==> config.mk <==
export PLATFORM = sky130hd
export DESIGN_NAME = imu_offset_lowpass_decimator
export DESIGN_NICKNAME = d
export VERILOG_FILES = /design/src/sv/iold_pkg.sv /design/src/sv/imu_offset_lowpass_decimator.sv
export SDC_FILE = /design/constraint.sdc
export NUM_CORES = 2
export LEC_CHECK = 0
export CAP_MARGIN = 20
export CORE_MARGIN = 2
export CORE_UTILIZATION = 58
export CTS_CLUSTER_DIAMETER = 50
export CTS_CLUSTER_SIZE = 20
export DETAILED_ROUTE_END_ITERATION = 8
export DONT_BUFFER_PORTS = 1
export GPL_ROUTABILITY_DRIVEN = 0
export GPL_TIMING_DRIVEN = 0
export PLACE_DENSITY_LB_ADDON = 0.3
export SYNTH_ARGS = -nofsm -noshare
export SYNTH_HDL_FRONTEND = slang
export SYNTH_SLANG_ARGS = --single-unit
export TNS_END_PERCENT = 30
==> constraint.sdc <==
create_clock -name clock -period 7 [get_ports clock]
set_input_delay 1.4 -clock clock [delete_from_list [all_inputs] [get_ports clock]]
set_output_delay 1.4 -clock clock [all_outputs]
set_load 0.02 [all_outputs]
==> src/sv/iold_pkg.sv <==
// Shared widths, types, register indexes and reset values of the IMU filter block.
// Depends on nothing; used by the top level and its checker.
`timescale 1ns / 1ps

package iold_pkg;

   localparam int AXES       = 6;
   localparam int GYRO_FIRST = 3;
   localparam int AXIS_IDX_W = 3;

   localparam int SAMPLE_W = 32;
   localparam int X_W      = SAMPLE_W + 1;
   localparam int MEM_W    = SAMPLE_W + 2;
   localparam int D_W      = SAMPLE_W + 3;
   localparam int FRAC_W   = 16;
   localparam int OUT_W    = 16;
   localparam int OUT_MAX  = 32767;
   localparam int OUT_MIN  = -32768;

   localparam int WEIGHT_W  = 16;
   localparam int DIGIT_W   = 4;
   localparam int DIGITS    = WEIGHT_W / DIGIT_W;
   localparam int DIG_CNT_W = $clog2(DIGITS);
   localparam int PP_W      = D_W + DIGIT_W + 1;
   localparam int ACC_W     = D_W + WEIGHT_W;
   localparam int SCALE     = 1000;

   localparam int DEC_W      = 8;
   localparam int CSR_IDX_W  = 3;
   localparam int CSR_DATA_W = 32;

   typedef logic signed [SAMPLE_W-1:0] sample_type;
   typedef logic signed [MEM_W-1:0]    mem_type;
   typedef logic signed [ACC_W-1:0]    acc_type;
   typedef logic signed [OUT_W-1:0]    out_type;
   typedef logic [CSR_IDX_W-1:0]       csr_idx_type;

   localparam csr_idx_type REG_ACCEL_OFF_X = 3'd0;
   localparam csr_idx_type REG_ACCEL_OFF_Y = 3'd1;
   localparam csr_idx_type REG_ACCEL_OFF_Z = 3'd2;
   localparam csr_idx_type REG_GYRO_OFF_X  = 3'd3;
   localparam csr_idx_type REG_GYRO_OFF_Y  = 3'd4;
   localparam csr_idx_type REG_GYRO_OFF_Z  = 3'd5;
   localparam csr_idx_type REG_WEIGHT      = 3'd6;
   localparam csr_idx_type REG_DECIM       = 3'd7;

   localparam sample_type OFFSET_RESET [AXES] = '{
      32'sd44091, 32'sd39343, -32'sd122834, 32'sd1638, -32'sd4129, 32'sd524
   };
   localparam logic [WEIGHT_W-1:0] WEIGHT_RESET = 16'd43647;
   localparam logic [DEC_W-1:0]    DECIM_RESET  = 8'd25;

endpackage

==> src/sv/imu_offset_lowpass_decimator.sv <==
// Top level of the IMU offset removal, low-pass and decimation block.
// Depends on iold_pkg for widths, types, register indexes and reset values.
`timescale 1ns / 1ps

// Each accepted item is one six-axis sample in signed Q16.16. The block removes
// the per-axis offset (gyro axes are also negated), runs every axis through the
// first-order low-pass y = x - floor(w * (x - y_prev) / 2^16) and, on every Nth
// item, returns all six filtered values times 1000, truncated toward zero and
// saturated to 16 bits. Axes at or beyond CHANNELS are not filtered and read 0.
// An item holds the block while min(CHANNELS, 6) axes are worked in turn, plus
// the wait state that hands the result to the output register when it produces
// a result, for as long as the result before it still waits unaccepted there. The
// time is set by the single digit-serial multiplier, which takes four 4-bit
// digits per pass and makes two passes per axis (the weight product, then the
// scaling by 1000), with the axes handled one after another. The input side is
// ready again while a finished result still waits on the output register. The
// filter memory is in flip-flops cleared directly by reset, so no clearing pass
// is needed. Configuration registers take effect at once and the write port is
// always ready outside reset; neither input port is ready during reset.

module imu_offset_lowpass_decimator #(
   parameter int CHANNELS = 6
) (
   input  logic                                 clock,
   input  logic                                 reset,

   input  logic                                 req_valid,
   output logic                                 req_ready,
   input  logic signed [iold_pkg::SAMPLE_W-1:0] req_accel_x,
   input  logic signed [iold_pkg::SAMPLE_W-1:0] req_accel_y,
   input  logic signed [iold_pkg::SAMPLE_W-1:0] req_accel_z,
   input  logic signed [iold_pkg::SAMPLE_W-1:0] req_rate_x,
   input  logic signed [iold_pkg::SAMPLE_W-1:0] req_rate_y,
   input  logic signed [iold_pkg::SAMPLE_W-1:0] req_rate_z,

   output logic                                 rsp_valid,
   input  logic                                 rsp_ready,
   output logic signed [iold_pkg::OUT_W-1:0]    rsp_filt_accel_x,
   output logic signed [iold_pkg::OUT_W-1:0]    rsp_filt_accel_y,
   output logic signed [iold_pkg::OUT_W-1:0]    rsp_filt_accel_z,
   output logic signed [iold_pkg::OUT_W-1:0]    rsp_filt_rate_x,
   output logic signed [iold_pkg::OUT_W-1:0]    rsp_filt_rate_y,
   output logic signed [iold_pkg::OUT_W-1:0]    rsp_filt_rate_z,

   input  logic                                 csr_valid,
   output logic                                 csr_ready,
   input  logic [iold_pkg::CSR_IDX_W-1:0]       csr_index,
   input  logic [iold_pkg::CSR_DATA_W-1:0]      csr_wdata
);

   // Only the first six axes exist in a sample; channels beyond them are unused.
   localparam int ACT  = (CHANNELS < iold_pkg::AXES) ? CHANNELS : iold_pkg::AXES;
   localparam int CH_W = (ACT > 1) ? $clog2(ACT) : 1;
   localparam logic [CH_W-1:0] LAST_CH = CH_W'(ACT - 1);

   localparam int YF_W = iold_pkg::D_W + 1;
   localparam int Q_W  = iold_pkg::ACC_W - iold_pkg::FRAC_W;
   localparam logic [iold_pkg::DIG_CNT_W-1:0] DIG_LAST =
      iold_pkg::DIG_CNT_W'(iold_pkg::DIGITS - 1);
   localparam logic signed [Q_W-1:0] Q_MAX = Q_W'(iold_pkg::OUT_MAX);
   localparam logic signed [Q_W-1:0] Q_MIN = Q_W'(iold_pkg::OUT_MIN);
   localparam iold_pkg::acc_type FRAC_MASK =
      iold_pkg::ACC_W'(2 ** iold_pkg::FRAC_W - 1);

   // Sequencer states.
   localparam logic [2:0] ST_IDLE = 3'd0;
   localparam logic [2:0] ST_XSUB = 3'd1;
   localparam logic [2:0] ST_DSUB = 3'd2;
   localparam logic [2:0] ST_MUL  = 3'd3;
   localparam logic [2:0] ST_YUPD = 3'd4;
   localparam logic [2:0] ST_OUTS = 3'd5;
   localparam logic [2:0] ST_WAIT = 3'd6;

   // Control state.
   logic [2:0]                          state_ff, state_in;
   logic [CH_W-1:0]                     ch_ff, ch_in;
   logic [iold_pkg::DIG_CNT_W-1:0]      dig_ff, dig_in;
   logic                                pass_ff, pass_in;
   logic [iold_pkg::DEC_W-1:0]          cnt_ff, cnt_in;
   logic                                emit_ff, emit_in;
   logic                                rsp_valid_ff;

   // Configuration registers.
   iold_pkg::sample_type                off_ff [iold_pkg::AXES];
   logic [iold_pkg::WEIGHT_W-1:0]       weight_ff;
   logic [iold_pkg::DEC_W-1:0]          decim_ff;

   // Datapath.
   iold_pkg::sample_type                req_smp [iold_pkg::AXES];
   iold_pkg::sample_type                smp_ff [ACT];
   iold_pkg::mem_type                   mem_ff [ACT];
   iold_pkg::out_type                   res_ff [iold_pkg::AXES];
   iold_pkg::out_type                   rsp_ff [iold_pkg::AXES];
   logic signed [iold_pkg::X_W-1:0]     x_ff, x_in;
   logic signed [iold_pkg::D_W-1:0]     mcand_ff, mcand_in;
   logic [iold_pkg::WEIGHT_W-1:0]       mplier_ff, mplier_in;
   iold_pkg::acc_type                   acc_ff, acc_in;

   logic                                smp_load, smp_shift, mem_we, res_we, rsp_load;
   logic [iold_pkg::AXIS_IDX_W-1:0]     axis;
   logic                                is_gyro;
   logic [iold_pkg::DEC_W-1:0]          cnt_inc;
   logic                                emit_now;
   logic signed [iold_pkg::X_W-1:0]     smp_x, off_x, x_calc;
   logic signed [iold_pkg::D_W-1:0]     d_calc;
   logic [iold_pkg::DIGIT_W-1:0]        digit;
   logic signed [iold_pkg::PP_W-1:0]    pp;
   iold_pkg::acc_type                   acc_step;
   logic signed [YF_W-1:0]              y_full;
   iold_pkg::mem_type                   y_calc;
   iold_pkg::acc_type                   trunc_sum;
   logic signed [Q_W-1:0]               q;
   iold_pkg::out_type                   sat;

   assign req_smp[0] = req_accel_x;
   assign req_smp[1] = req_accel_y;
   assign req_smp[2] = req_accel_z;
   assign req_smp[3] = req_rate_x;
   assign req_smp[4] = req_rate_y;
   assign req_smp[5] = req_rate_z;

   assign axis    = iold_pkg::AXIS_IDX_W'(ch_ff);
   assign is_gyro = (int'(ch_ff) >= iold_pkg::GYRO_FIRST);

   // Decimation: the counter advances on every item and returns to 0 when a result is due.
   assign cnt_inc  = cnt_ff + iold_pkg::DEC_W'(1);
   assign emit_now = (cnt_inc >= decim_ff);

   // Offset removal; the gyro axes come out negated.
   assign smp_x  = iold_pkg::X_W'(smp_ff[0]);
   assign off_x  = iold_pkg::X_W'(off_ff[axis]);
   assign x_calc = is_gyro ? (off_x - smp_x) : (smp_x - off_x);

   assign d_calc = iold_pkg::D_W'(x_ff) - iold_pkg::D_W'(mem_ff[ch_ff]);

   // One 4-bit digit of the multiplier per cycle, most significant digit first.
   // The product is a signed 35-bit value by an unsigned 4-bit digit.
   assign digit    = mplier_ff[iold_pkg::WEIGHT_W-1 -: iold_pkg::DIGIT_W];
   assign pp       = iold_pkg::PP_W'(mcand_ff) *
                     iold_pkg::PP_W'($signed({1'b0, digit}));
   assign acc_step = (acc_ff <<< iold_pkg::DIGIT_W) + iold_pkg::ACC_W'(pp);

   // The arithmetic shift floors the weighted difference; the new output lies
   // between x and the old output, so it always fits the 34-bit memory.
   assign y_full = YF_W'(x_ff) - YF_W'($signed(acc_ff[iold_pkg::ACC_W-1:iold_pkg::FRAC_W]));
   assign y_calc = $signed(y_full[iold_pkg::MEM_W-1:0]);

   // Scaled value divided by 2^16 toward zero: negative values get the
   // fraction mask added before the shift. Then saturate to 16 bits.
   assign trunc_sum = acc_ff + (acc_ff[iold_pkg::ACC_W-1] ? FRAC_MASK : '0);
   assign q         = $signed(trunc_sum[iold_pkg::ACC_W-1:iold_pkg::FRAC_W]);
   assign sat       = (q > Q_MAX) ? iold_pkg::OUT_W'(iold_pkg::OUT_MAX) :
                      (q < Q_MIN) ? iold_pkg::OUT_W'(iold_pkg::OUT_MIN) :
                      q[iold_pkg::OUT_W-1:0];

   // Sequencer: accept an item; per axis, offset removal, difference, weight product,
   // memory update, scale product, truncation and saturation; then the result hand-off.
   always_comb begin
      state_in  = state_ff;
      ch_in     = ch_ff;
      dig_in    = dig_ff;
      pass_in   = pass_ff;
      cnt_in    = cnt_ff;
      emit_in   = emit_ff;
      x_in      = x_ff;
      mcand_in  = mcand_ff;
      mplier_in = mplier_ff;
      acc_in    = acc_ff;
      smp_load  = 1'b0;
      smp_shift = 1'b0;
      mem_we    = 1'b0;
      res_we    = 1'b0;
      rsp_load  = 1'b0;
      unique case (state_ff)
         ST_IDLE: begin
            if (req_valid) begin
               smp_load = 1'b1;
               ch_in    = '0;
               emit_in  = emit_now;
               cnt_in   = emit_now ? '0 : cnt_inc;
               state_in = ST_XSUB;
            end
         end
         ST_XSUB: begin
            x_in     = x_calc;
            state_in = ST_DSUB;
         end
         ST_DSUB: begin
            mcand_in  = d_calc;
            mplier_in = weight_ff;
            acc_in    = '0;
            dig_in    = '0;
            pass_in   = 1'b0;
            state_in  = ST_MUL;
         end
         ST_MUL: begin
            acc_in    = acc_step;
            mplier_in = mplier_ff << iold_pkg::DIGIT_W;
            dig_in    = dig_ff + iold_pkg::DIG_CNT_W'(1);
            if (dig_ff == DIG_LAST) begin
               state_in = pass_ff ? ST_OUTS : ST_YUPD;
            end
         end
         ST_YUPD: begin
            mem_we    = 1'b1;
            mcand_in  = iold_pkg::D_W'(y_calc);
            mplier_in = iold_pkg::WEIGHT_W'(iold_pkg::SCALE);
            acc_in    = '0;
            dig_in    = '0;
            pass_in   = 1'b1;
            state_in  = ST_MUL;
         end
         ST_OUTS: begin
            res_we = 1'b1;
            if (ch_ff == LAST_CH) begin
               state_in = emit_ff ? ST_WAIT : ST_IDLE;
            end else begin
               ch_in     = ch_ff + CH_W'(1);
               smp_shift = 1'b1;
               state_in  = ST_XSUB;
            end
         end
         ST_WAIT: begin
            // The result moves out once the output register is free.
            if (!rsp_valid_ff || rsp_ready) begin
               rsp_load = 1'b1;
               state_in = ST_IDLE;
            end
         end
         default: begin
            state_in = ST_IDLE;
         end
      endcase
   end

   // Control, configuration and filter state.
   always_ff @(posedge clock) begin
      if (reset) begin
         state_ff     <= ST_IDLE;
         ch_ff        <= '0;
         dig_ff       <= '0;
         pass_ff      <= 1'b0;
         cnt_ff       <= '0;
         emit_ff      <= 1'b0;
         rsp_valid_ff <= 1'b0;
         weight_ff    <= iold_pkg::WEIGHT_RESET;
         decim_ff     <= iold_pkg::DECIM_RESET;
         for (int c = 0; c < iold_pkg::AXES; c++) begin
            off_ff[c] <= iold_pkg::OFFSET_RESET[c];
            res_ff[c] <= '0;
         end
         for (int c = 0; c < ACT; c++) begin
            mem_ff[c] <= '0;
         end
      end else begin
         state_ff <= state_in;
         ch_ff    <= ch_in;
         dig_ff   <= dig_in;
         pass_ff  <= pass_in;
         cnt_ff   <= cnt_in;
         emit_ff  <= emit_in;
         if (rsp_load) begin
            rsp_valid_ff <= 1'b1;
         end else if (rsp_ready) begin
            rsp_valid_ff <= 1'b0;
         end
         if (mem_we) begin
            mem_ff[ch_ff] <= y_calc;
         end
         if (res_we) begin
            res_ff[axis] <= sat;
         end
         if (csr_valid) begin
            unique case (csr_index) inside
               iold_pkg::REG_ACCEL_OFF_X, iold_pkg::REG_ACCEL_OFF_Y,
               iold_pkg::REG_ACCEL_OFF_Z, iold_pkg::REG_GYRO_OFF_X,
               iold_pkg::REG_GYRO_OFF_Y, iold_pkg::REG_GYRO_OFF_Z: begin
                  off_ff[csr_index] <= $signed(csr_wdata);
               end
               iold_pkg::REG_WEIGHT: begin
                  weight_ff <= csr_wdata[iold_pkg::WEIGHT_W-1:0];
               end
               iold_pkg::REG_DECIM: begin
                  decim_ff <= csr_wdata[iold_pkg::DEC_W-1:0];
               end
               default: begin
               end
            endcase
         end
      end
   end

   // Datapath registers; the sample register shifts one axis down per axis done.
   always_ff @(posedge clock) begin
      x_ff      <= x_in;
      mcand_ff  <= mcand_in;
      mplier_ff <= mplier_in;
      acc_ff    <= acc_in;
      if (smp_load) begin
         for (int c = 0; c < ACT; c++) begin
            smp_ff[c] <= req_smp[c];
         end
      end else if (smp_shift) begin
         for (int c = 0; c < ACT - 1; c++) begin
            smp_ff[c] <= smp_ff[c + 1];
         end
      end
      if (rsp_load) begin
         for (int c = 0; c < iold_pkg::AXES; c++) begin
            rsp_ff[c] <= res_ff[c];
         end
      end
   end

   // Neither input port takes anything while reset is held.
   assign req_ready        = (state_ff == ST_IDLE) && !reset;
   assign csr_ready        = !reset;
   assign rsp_valid        = rsp_valid_ff;
   assign rsp_filt_accel_x = rsp_ff[0];
   assign rsp_filt_accel_y = rsp_ff[1];
   assign rsp_filt_accel_z = rsp_ff[2];
   assign rsp_filt_rate_x  = rsp_ff[3];
   assign rsp_filt_rate_y  = rsp_ff[4];
   assign rsp_filt_rate_z  = rsp_ff[5];

endmodule

==> flow_summary.toml <==
[sta]
slew_headroom_pct = 20.1
hold_viol = 0
finalCriticalPeriod_ps = 6580
whs_ps = 395
clock-skew-final_ps = 62.0
rsz0062_at_grt = "false"
tightest_slew_ps = 1190
fmax_mhz = 152
fin_crit_sh_pct = 94.0
drv_slew = 0
setup_violations = 0

[setup_path]
crit_required_ps = 7420
worstReg2RegStart = "mplier_ff[12]$_DFFE_PP_"
crit_start = "mplier_ff[12]$_DFFE_PP_"
end_kind = "flop"
path_cells = "clkbuf_1, and2_1, fa_1, inv_1, fa_1, fa_1, inv_1, ha_1, nor2b_1, o31a_1, o31a_1, o31ai_1, o31ai_1, a21oi_1, o311ai_0, a21oi_1, xor2_1, nor2_1"
cp_max_fo = 10
critPathKind = "reg2reg"
cp.arrival_ps = 7000
cpMaxStageDelayCell = "o31ai_1"
worstSetupStartpointType = "flop"
critPathMostFrequentCell = "fa_1"
r2r_cells = 18
slowest_delay_ps = 630

[finish]
syn2layout_area_growth_pct = 10.5
finalNetCount = 5766
final_layout_size_suffix_gt1_share_pct = 7.91
fillCellCount = 7387
finalInstanceArea_sq_mm = 0.0645

[route]
first_pass_iters = 7
wirelength_um = 156000
vias = 39900
remaining_drc_errors = 0
detail_route.iter0.violations = 4617
ant_nets = 0
vias_per_cell = 6.11
wl_per_cell_um = 23.9

[power]
power.total_w = 0.0287
p_leak_nw = 24.8
power.density_mw_per_mm2 = 445
ir_drop_v = 0.000378

[yosys]
ys.flop_type = "edfxtp_1"
ys_seq_area_share_pct = 55.4
syn_area_sq_mm = 0.0584
post_synth_num_cell_types = 81
yosysTopAreaCell = "edfxtp_1"
ys_ff_latch = 1093
ys_warn_count = 0
async_flop_share_pct = 0
synth_edf_count = 1047
yosysTopAreaCellShare_pct = 53.8
avgSynthCellArea_sq_um = 11.9
synth.area.top_cells = "edfxtp_1 54%, ha_1 5.6%, mux4_2 5.1%"
synth_cells = 4928

[floorplanning]
die_h_um = 321
die-area_sq_mm = 0.103
initial_utilization_pct = 58.4
num_io_pins = 331
core_area_sq_mm = 0.100
fp.dieW_um = 321
rows = 116

[grt]
grt.overflow.total = 0
grt_antenna_before_repair = 4
grt_pass1_vias = 39400
grt_first_pass_wirelength_um = 234000
grt_usage_pct = 30.2
grt_start_max_net_pins = 110

[cts]
htree_levels = 3
path_clk_slew_ps = 70
cts_resized = 0
cts_made_buffers = 98
cts_tree = "yes"
clock-sinks = 1093
ctsRootBufferMaster = "clkbuf_16"
cts_buffer_depth = 3
hold_buffers = 0
clock_latency_ps = 730
cts_setup_buffers = 0

[min_path]
min_path_cells = 0
min_path_type = "reg2reg"
worstHoldStart = "res_ff[4][0]$_SDFFCE_PN0P_"

[flow_run]
maxCapViolCount = 0

[place]
post-dp-hpwl_um = 118000
placedInstanceArea_sq_mm = 0.0610
portBuffers = 0

[status]
status = "finished, final reports clean"
per-layer routing:
layer | up-vias | share of wire (%) | GRT usage [%]
met5 | - | 0.0083 | 0
met4 | 2 | 5.8 | 15.3
met3 | 480 | 9.6 | 5.99
met2 | 2188 | 48 | 50.5
met1 | 19200 | 36 | 37.6
li1 | 18000 | - | -
stage by stage:
step | setup TNS, ps | utilization, % | std cells | setup slack, ps
floorplan | 0 | - | 4991 | 44.8
global placement | -719620 | 60.3 | 6289 | -2740
detailed placement | 0 | 61.0 | 6331 | 187
CTS | 0 | 64.4 | 6512 | 79.4
global route | 0 | 64.5 | 6520 | 71.2
finish | 0 | 64.5 | 6523 | 418
area by class of cell:
cell class | instances | area (sq um) | share of cell area [%]
clock inverters | 72 | 877 | 1.36
plain buffers | 220 | 866 | 1.34
well taps | 1298 | 1620 | 2.52
repair buffers | 50 | 753 | 1.17
clock buffers | 109 | 2530 | 3.93
diodes | 3 | 7.51 | 0.0116
inverters | 334 | 1260 | 1.95
multi-input cells | 3344 | 24300 | 37.6
flip-flops and latches | 1093 | 32400 | 50.1
power breakdown:
group	total [W]	switching [W]	internal, W
registers	0.00907	0.000625	0.00845
logic	0.0140	0.00855	0.00549
clock network	0.00562	0.00268	0.00294
state kept, by name (all words and copies together) (netlist names), 33 cells and up, named ones only:
name / count
acc_ff: 51
mcand_ff: 35
mem_ff: 272
off_ff: 256
res_ff: 96
rsp_ff: 96
smp_ff: 192
x_ff: 33
critical path: cells and delay by family, from the launching register on:
family | cells | cell delay [ps]
xor+xnor | 1 | 250
fa+ha+maj | 4 | 1640
flops | 1 | 490
compound gates | 7 | 2740
simple gates | 3 | 480
buf+inv | 3 | 680
logic make-up (layout without fill, tap and decap cells):
kind of cell | after synthesis | count (layout) | synth area share [%]
xor gates and xnor gates | 156 | 156 | 2.34
other | 1 | 67 | 0.00642
buffers and inverters | 554 | 785 | 3.62
muxes | 232 | 232 | 6.81
DFF | 1093 | 1093 | 55.4
adders and majority gates | 393 | 393 | 10.1
and+or+nand+nor | 1726 | 1726 | 13.3
AOI/OAI and AO/OA | 773 | 773 | 8.43
placed cells by master, fill, tap and decap left out, types with 95 or more instances in the layout:
cell,n
nor2_1,453
a21oi_1,280
clkbuf_16,98
clkbuf_1,194
o21ai_0,130
mux4_2,132
fa_1,132
nand2_1,744
and2_1,145
edfxtp_1,1047
a21o_1,95
mux2i_1,98
xnor2_1,100
ha_1,261
inv_1,332
path summary, 6_finish.rpt:
kind / endpoint / slack, ps
setup / recovery: acc_ff[45]$_SDFFCE_PN0P_ / 420
hold / removal: rsp_ff[4][0]$_DFFE_PP_ / 390
setup reg to reg: acc_ff[45]$_SDFFCE_PN0P_ / 420
hold reg to reg: rsp_ff[4][0]$_DFFE_PP_ / 390
cell usage after synthesis (10+ instances only):
cell type  count
a211o_1       10
a211oi_1      31
a21o_1        95
a21oi_1      281
a2bb2oi_1     15
a31oi_1       18
and2_1       145
and3_1        28
buf_1         24
clkbuf_1     188
dfxtp_1       46
edfxtp_1    1047
fa_1         132
ha_1         261
inv_1        333
mux2i_1       98
mux4_2       132
nand2_1      755
nand2b_1      72
nand3_1       70
nand4_1       40
nor2_1       454
nor2b_1       32
nor3_1        51
nor4_1        17
o211ai_1      27
o21a_1        20
o21ai_0      132
o21bai_1      35
or3_1         21
xnor2_1      100
xor2_1        56
Note: power is estimated with default switching activity, not from simulation.
